## config.mk

```make
export PLATFORM = sky130hd
export DESIGN_NAME = lowest_free_slot_interval_allocator_unit_flat
export DESIGN_NICKNAME = d
export VERILOG_FILES = /design/src/lfsa_pkg.sv /design/src/lfsa_if.sv /design/src/lowest_free_slot_interval_allocator_unit.sv /design/src/flat_wrapper.sv
export SDC_FILE = /design/constraint.sdc
export NUM_CORES = 2
export LEC_CHECK = 0
export ABC_AREA = 1
export BUFFER_PORTS_ARGS = -buffer_cell sky130_fd_sc_hd__buf_2
export CORE_ASPECT_RATIO = 1.4
export CORE_MARGIN = 2
export CORE_UTILIZATION = 24
export DETAILED_ROUTE_END_ITERATION = 8
export PLACE_DENSITY = 0.44
export SETUP_SLACK_MARGIN = 0.2
export SLEW_MARGIN = 20
export SYNTH_ARGS = -nofsm -noshare
export SYNTH_HDL_FRONTEND = slang
export SYNTH_SLANG_ARGS = --single-unit
```

## constraint.sdc

```tcl
create_clock -name i_clk -period 13.9 [get_ports i_clk]
set_input_delay 1.39 -clock i_clk [delete_from_list [all_inputs] [get_ports i_clk]]
set_output_delay 1.39 -clock i_clk [all_outputs]
set_load 0.05 [all_outputs]
```

## src/lfsa_pkg.sv

```systemverilog
`default_nettype none

package lfsa_pkg;

    // Default number of resource slots
    localparam int SLOTS_DEF = 64;

    // Fixed field widths
    localparam int TIME_W = 32;
    localparam int USES_W = 16;

    // Saturation value of a slot's use count
    localparam logic [USES_W-1:0] USES_MAX = {USES_W{1'b1}};

endpackage

`default_nettype wire

```

## src/lfsa_if.sv

```systemverilog
`default_nettype none

// Request channel: one occupancy request per item
interface lfsa_req_if #(
    parameter int TW = lfsa_pkg::TIME_W
);
    logic          valid;
    logic          ready;
    logic [TW-1:0] start_time;
    logic [TW-1:0] end_time;

    modport source (output valid, output start_time, output end_time, input ready);
    modport sink   (input valid, input start_time, input end_time, output ready);
endinterface

// Result channel: one allocation result per item
interface lfsa_res_if #(
    parameter int SW = 6,
    parameter int OW = 7,
    parameter int UW = lfsa_pkg::USES_W
);
    logic          valid;
    logic          ready;
    logic [SW-1:0] slot;
    logic [UW-1:0] slot_uses;
    logic [OW-1:0] slots_opened;
    logic          overflow;

    modport source (output valid, output slot, output slot_uses, output slots_opened,
                    output overflow, input ready);
    modport sink   (input valid, input slot, input slot_uses, input slots_opened,
                    input overflow, output ready);
endinterface

`default_nettype wire

```

## src/lowest_free_slot_interval_allocator_unit.sv

```systemverilog
`default_nettype none

// Channel  | Dir | Fields                                        | Handshake
// ---------+-----+-----------------------------------------------+------------
// i_req    | in  | start_time[31:0], end_time[31:0]              | valid/ready
// o_res    | out | slot, slot_uses[15:0], slots_opened, overflow | valid/ready
//
// From acceptance, an item scans the opened slots (opened, the number of slots opened so
// far, is at most SLOTS) until its result loads; the scan reads
// one slot per cycle from the single-port busy-until/use-count memory, in order,
// and the next item can be taken in the cycle after the result loads.
// Reset (i_rst_n low, synchronous) clears the sequencer, the opened count and
// the result valid; no memory clearing pass is needed, only opened slots are read.
// i_req.ready is high only while idle; a stalled result holds the commit step.

module lowest_free_slot_interval_allocator_unit #(
    parameter int SLOTS = lfsa_pkg::SLOTS_DEF,
    parameter int SW    = (SLOTS > 1) ? $clog2(SLOTS) : 1,
    parameter int CW    = $clog2(SLOTS + 1)
) (
    input  wire          i_clk,
    input  wire          i_rst_n,
    lfsa_req_if.sink     i_req,
    lfsa_res_if.source   o_res
);

    localparam int TW = lfsa_pkg::TIME_W;
    localparam int UW = lfsa_pkg::USES_W;

    // Sequencer codes
    localparam logic [1:0] S_IDLE   = 2'd0;
    localparam logic [1:0] S_SCAN   = 2'd1;
    localparam logic [1:0] S_COMMIT = 2'd2;

    // Slot memories
    logic [TW-1:0] busy_mem [SLOTS];
    logic [UW-1:0] uses_mem [SLOTS];

    // Control state
    logic [1:0]    r_state,   n_state;
    logic [CW-1:0] r_idx,     n_idx;
    logic          r_q_vld,   n_q_vld;
    logic [CW-1:0] r_opened,  n_opened;
    logic          r_out_vld, n_out_vld;

    // Payload registers
    logic [TW-1:0] r_start;
    logic [TW-1:0] r_end;
    logic [TW-1:0] r_busy_q;
    logic [UW-1:0] r_uses_q;
    logic [SW-1:0] r_q_idx;
    logic [SW-1:0] r_pick;
    logic [UW-1:0] r_uses_new;
    logic          r_is_new;
    logic          r_ovf;
    logic [SW-1:0] r_o_slot;
    logic [UW-1:0] r_o_uses;
    logic [CW-1:0] r_o_opened;
    logic          r_o_ovf;

    logic in_fire;
    logic out_fire;
    logic issue;
    logic hit;
    logic miss;
    logic full;
    logic commit;

    assign i_req.ready        = (r_state == S_IDLE);
    assign o_res.valid        = r_out_vld;
    assign o_res.slot         = r_o_slot;
    assign o_res.slot_uses    = r_o_uses;
    assign o_res.slots_opened = r_o_opened;
    assign o_res.overflow     = r_o_ovf;

    // Decode handshakes and scan events
    always_comb begin
        in_fire  = i_req.valid && i_req.ready;
        out_fire = o_res.valid && o_res.ready;
        issue    = (r_state == S_SCAN) && (r_idx < r_opened);
        hit      = (r_state == S_SCAN) && r_q_vld && (r_busy_q <= r_start);
        miss     = (r_state == S_SCAN) && !r_q_vld && (r_idx == r_opened);
        full     = (r_opened == CW'(SLOTS));
        commit   = (r_state == S_COMMIT) && (!r_out_vld || o_res.ready);
    end

    // Sequence the scan
    always_comb begin
        n_state   = r_state;
        n_idx     = r_idx;
        n_q_vld   = 1'b0;
        n_opened  = r_opened;
        n_out_vld = r_out_vld;
        case (r_state)
            S_IDLE: begin
                if (in_fire) begin
                    n_state = S_SCAN;
                    n_idx   = '0;
                end
            end
            S_SCAN: begin
                if (hit || miss) begin
                    n_state = S_COMMIT;
                end else if (issue) begin
                    n_idx   = r_idx + CW'(1);
                    n_q_vld = 1'b1;
                end
            end
            S_COMMIT: begin
                if (commit) begin
                    n_state = S_IDLE;
                end
            end
            default: begin
                n_state = S_IDLE;
            end
        endcase
        if (commit && r_is_new && !r_ovf) begin
            n_opened = r_opened + CW'(1);
        end
        if (commit) begin
            n_out_vld = 1'b1;
        end else if (out_fire) begin
            n_out_vld = 1'b0;
        end
    end

    // Hold control state
    always_ff @(posedge i_clk) begin
        if (!i_rst_n) begin
            r_state   <= S_IDLE;
            r_idx     <= '0;
            r_q_vld   <= 1'b0;
            r_opened  <= '0;
            r_out_vld <= 1'b0;
        end else begin
            r_state   <= n_state;
            r_idx     <= n_idx;
            r_q_vld   <= n_q_vld;
            r_opened  <= n_opened;
            r_out_vld <= n_out_vld;
        end
    end

    // Capture the request item
    always_ff @(posedge i_clk) begin
        if (in_fire) begin
            r_start <= i_req.start_time;
            r_end   <= i_req.end_time;
        end
    end

    // Read one opened slot per cycle
    always_ff @(posedge i_clk) begin
        if (issue) begin
            r_busy_q <= busy_mem[r_idx[SW-1:0]];
            r_uses_q <= uses_mem[r_idx[SW-1:0]];
            r_q_idx  <= r_idx[SW-1:0];
        end
    end

    // Latch the chosen slot: first free opened slot, else the next unopened one, else slot 0 with overflow
    always_ff @(posedge i_clk) begin
        if (hit) begin
            r_pick     <= r_q_idx;
            r_uses_new <= (r_uses_q == lfsa_pkg::USES_MAX) ? r_uses_q
                                                           : r_uses_q + UW'(1);
            r_is_new   <= 1'b0;
            r_ovf      <= 1'b0;
        end else if (miss) begin
            r_pick     <= full ? '0 : r_opened[SW-1:0];
            r_uses_new <= full ? '0 : UW'(1);
            r_is_new   <= !full;
            r_ovf      <= full;
        end
    end

    // Write back the slot unless every slot was busy
    always_ff @(posedge i_clk) begin
        if (commit && !r_ovf) begin
            busy_mem[r_pick] <= r_end;
            uses_mem[r_pick] <= r_uses_new;
        end
    end

    // Load the result register
    always_ff @(posedge i_clk) begin
        if (commit) begin
            r_o_slot   <= r_pick;
            r_o_uses   <= r_uses_new;
            r_o_opened <= n_opened;
            r_o_ovf    <= r_ovf;
        end
    end

endmodule

`default_nettype wire
```

## src/flat_wrapper.sv

```systemverilog
// flat-port wrapper written by rule: the top's interface ports become plain ports
module lowest_free_slot_interval_allocator_unit_flat 
#(
    parameter int SLOTS = lfsa_pkg::SLOTS_DEF,
    parameter int SW    = (SLOTS > 1) ? $clog2(SLOTS) : 1,
    parameter int CW    = $clog2(SLOTS + 1)
)
  (i_clk, i_rst_n, i_req_valid, i_req_start_time, i_req_end_time, i_req_ready, o_res_valid, o_res_slot, o_res_slot_uses, o_res_slots_opened, o_res_overflow, o_res_ready);
  lfsa_req_if i_req_i ();
  lfsa_res_if #(.SW(SW)) o_res_i ();
  input  wire i_clk;
  input  wire i_rst_n;
  input wire logic [$bits(i_req_i.valid)-1:0] i_req_valid;
  input wire logic [$bits(i_req_i.start_time)-1:0] i_req_start_time;
  input wire logic [$bits(i_req_i.end_time)-1:0] i_req_end_time;
  output wire logic [$bits(i_req_i.ready)-1:0] i_req_ready;
  output wire logic [$bits(o_res_i.valid)-1:0] o_res_valid;
  output wire logic [$bits(o_res_i.slot)-1:0] o_res_slot;
  output wire logic [$bits(o_res_i.slot_uses)-1:0] o_res_slot_uses;
  output wire logic [$bits(o_res_i.slots_opened)-1:0] o_res_slots_opened;
  output wire logic [$bits(o_res_i.overflow)-1:0] o_res_overflow;
  input wire logic [$bits(o_res_i.ready)-1:0] o_res_ready;
  assign i_req_i.valid = i_req_valid;
  assign i_req_i.start_time = i_req_start_time;
  assign i_req_i.end_time = i_req_end_time;
  assign i_req_ready = i_req_i.ready;
  assign o_res_valid = o_res_i.valid;
  assign o_res_slot = o_res_i.slot;
  assign o_res_slot_uses = o_res_i.slot_uses;
  assign o_res_slots_opened = o_res_i.slots_opened;
  assign o_res_overflow = o_res_i.overflow;
  assign o_res_i.ready = o_res_ready;
  lowest_free_slot_interval_allocator_unit #(.SLOTS(SLOTS), .SW(SW), .CW(CW)) u_core (.i_clk(i_clk), .i_rst_n(i_rst_n), .i_req(i_req_i), .o_res(o_res_i));
endmodule
```

==> impl_metrics.tcl <==
set metrics [dict create \
    outcome "completed" \
    grt_pass1_vias 78700 \
    cts_made_buffers 321 \
    dr.pass1.iters 7 \
    cts.sinks 3262 \
    grt_usage_pct 16.1 \
    hpwl_um 248000 \
    nNetsFinal 9641 \
    r2r-end "u_core.busy_mem[28][23]" \
    ys_seq_area_share_pct 76.8 \
    overflow 0 \
    area_delta_synth_final_pct 14.9 \
    cts_hold_buf 0 \
    grt_max_degree 186 \
    finalSetupViolCount 0 \
    dp_slack_ps 7840 \
    wl_per_cell_um 26.7 \
    async_reset_ff_share_pct 0 \
    max-vdd-ir-drop_uv 91.3 \
    clkTransAtPathRegs_ps 60 \
    die_w_um 619 \
    hold_viol_final 0 \
    cts_setup_buffers 0 \
    critPathArrivalTime_ps 5580 \
    syn_area_per_cell_um2 13.4 \
    tightest_slew_ps 1150 \
    fin_skew_ps 67.6 \
    hp-start "u_core.r_uses_new[7]" \
    worstSetupStartpointType "input pin" \
    place_area_mm2 0.136 \
    end_kind "flop" \
    grt_pass1_wl_um 623000 \
    clk-insertion-delay-late_ps 940 \
    ys_warn_count 0 \
    max-clock-path-buffers 4 \
    io_buffers 99 \
    wl_met2_um 230000 \
    finalCritPeriodShare_pct 36.3 \
    drive_above_1_share_pct 8.88 \
    min_to "u_core.o_res.slot_uses[7]" \
    antenna_found_initial 24 \
    hold_class "reg2reg" \
    rrSetupSlack_ps 8930 \
    p_leak_nw 45.6 \
    fp.coreArea_mm2 0.529 \
    synth-edff-count 3242 \
    final_antenna_net_count 0 \
    syn_nets 9629 \
    m1WireLength_um 183000 \
    drt_iter0_markers 7694 \
    r2r_cells 11 \
    critPathKind "in2reg" \
    start_util_pct 24.1 \
    cap_violations 0 \
    crit_start "o_res_ready" \
    netlist_instances 9518 \
    synth_cell_type_count 43 \
    std_cell_rows 316 \
    slew_headroom_pct 23.1 \
    crit_required_ps 14440 \
    synth_flop_cell "edfxtp_1" \
    gp_congestion 0.767 \
    drv_slew 0 \
    rsz0062_at_grt "no" \
    met3_length_um 21200 \
    viasPerCell 4.79 \
    ys_ff_latch 3262 \
    top_layer "met5" \
    r2r-start "u_core.r_state[1]" \
    htreeDepth 5 \
    cts_tree "done" \
    fp.dieH_um 866 \
    layout_setup_ws_ps 8860 \
    cts-resized-gates 0 \
    crit_path_max_fanout 31 \
    drc 0 \
    finalSetupTns_ps 0 \
    io_pins 100 \
    final.min_clock_period_ps 5040 \
    finalWirelength_um 447000 \
    syn-cell-area_mm2 0.127 \
    powerDensity_mw_per_mm2 174 \
    finalInstanceArea_mm2 0.146 \
    cts.root.buffer_cell "clkbuf_16" \
    clock.fmax_mhz 198 \
    vias 80400 \
    die_area_mm2 0.536 \
    min_path_cells 0 \
]
-- cell type report --
cell class | count | area (um2)
fill | 53800 | 382000
sequential | 3262 | 97800
multi-input combinational | 5483 | 26800
tap | 6996 | 8750
clock buffer | 402 | 8420
timing repair buffer | 362 | 2710
clock inverter | 159 | 1320
inverter | 100 | 427
antenna | 2 | 5.00
-- sequential cells by signal, summed over array words and instances (netlist names), 6 cells and up --
name,cells
u_core.r_idx,7
u_core.r_pick,6
u_core.busy_mem,2048
u_core.r_q_idx,6
u_core.r_start,32
u_core.o_res.slot,6
u_core.r_opened,7
u_core.r_end,32
u_core.o_res.slot_uses,16
u_core.uses_mem,1024
u_core.r_uses_new,16
u_core.o_res.slots_opened,7
u_core.r_uses_q,16
u_core.r_busy_q,32
-- worst max path at each step --
stage               slack, ps                 endpoint
floorplan                8390   u_core.busy_mem[11][0]
global placement         7850  u_core.busy_mem[28][23]
detailed placement       7840  u_core.busy_mem[28][23]
CTS                      8820  u_core.busy_mem[28][25]
global route             8750   u_core.busy_mem[28][2]
finish                   8860  u_core.busy_mem[28][23]
-- critical path, stage by stage --
cell and delay (ps):
buf_2 90, nor2_1 80, nor2_4 100, buf_4 370, inv_2 100, nor2_4 250
nand4_1 850, nor2_4 970, buf_4 620, buf_4 630
-- power by group --
group / leakage (nW) / switching (W) / internal (W)
registers: 29.4 / 0.000165 / 0.0111
clock network: 4.74 / 0.00385 / 0.00464
logic: 11.4 / 0.00419 / 0.00146
-- per-stage QoR --
| step | hold WS, ps | cells | utilization (%) | total power [W] |
|---|---|---|---|---|
| 4_1_cts | 452 | 16800 | 27.6 | 0.0257 |
| 3_3_place_gp | 440 | 16200 | 25.8 | 0.0172 |
| 3_5_place_dp | 441 | 16200 | 25.8 | 0.0172 |
| 5_1_grt | 450 | 16800 | 27.7 | 0.0264 |
| 6_report | 450 | 16800 | 27.7 | 0.0254 |
| 2_1_floorplan | 426 | 9518 | - | 0.0149 |
-- kinds of logic (layout without fill, tap and decap cells) --
group	after synthesis	after routing	synth area share (%)
flip-flops	3262	3262	76.8
AND/OR/NAND/NOR	2407	2407	7.25
AO/OA/AOI/OAI	3020	3020	12.9
adder cells (fa/ha/maj)	43	43	0.423
buffers and inverters	773	1023	2.53
other	0	2	0
XOR/XNOR	13	13	0.0895
-- placed cells by master, fill, tap and decap left out, types with 88 or more instances in the layout --
cell type and count:
nand2_1 302, o22ai_1 951, buf_2 99, clkbuf_16 325, buf_4 243, o21ai_1 170
o21ai_0 1752, a21oi_1 109, nor2_1 1937, inv_1 88, edfxtp_1 3242
-- cells in the mapped netlist, types with 2 or more instances --
cell type	n	area (um2)
inv_2	5	18.8
nor2_1	2002	7510
clkbuf_1	445	1670
xor2_1	12	105
a21oi_1	109	546
inv_1	92	345
or2_2	2	12.5
clkinv_1	2	7.51
a21o_1	2	15.0
nor2_2	2	12.5
edfxtp_1	3242	97400
o21ai_0	1752	8770
buf_4	15	113
buf_1	19	71.3
a211oi_1	6	45.0
nand3_1	44	220
a21boi_0	4	30.0
buf_6	3	33.8
buf_2	191	956
a31oi_1	4	25.0
o31ai_1	12	90.1
nand2_1	302	1130
dfxtp_1	20	400
and2_1	2	12.5
o21ai_1	170	851
nor2_4	3	33.8
ha_1	43	538
o211ai_1	7	52.6
o22ai_1	951	5950
or2_0	4	25.0
nand4_1	10	62.6
nor3_1	30	150
-- per-layer routing --
layer	GRT usage, %	vias to the layer above
li1	-	35600
met1	20.2	41900
met2	29.1	2286
met3	1.92	571
met4	4.47	4
met5	0	-
Note: power is estimated with default switching activity, not from simulation.
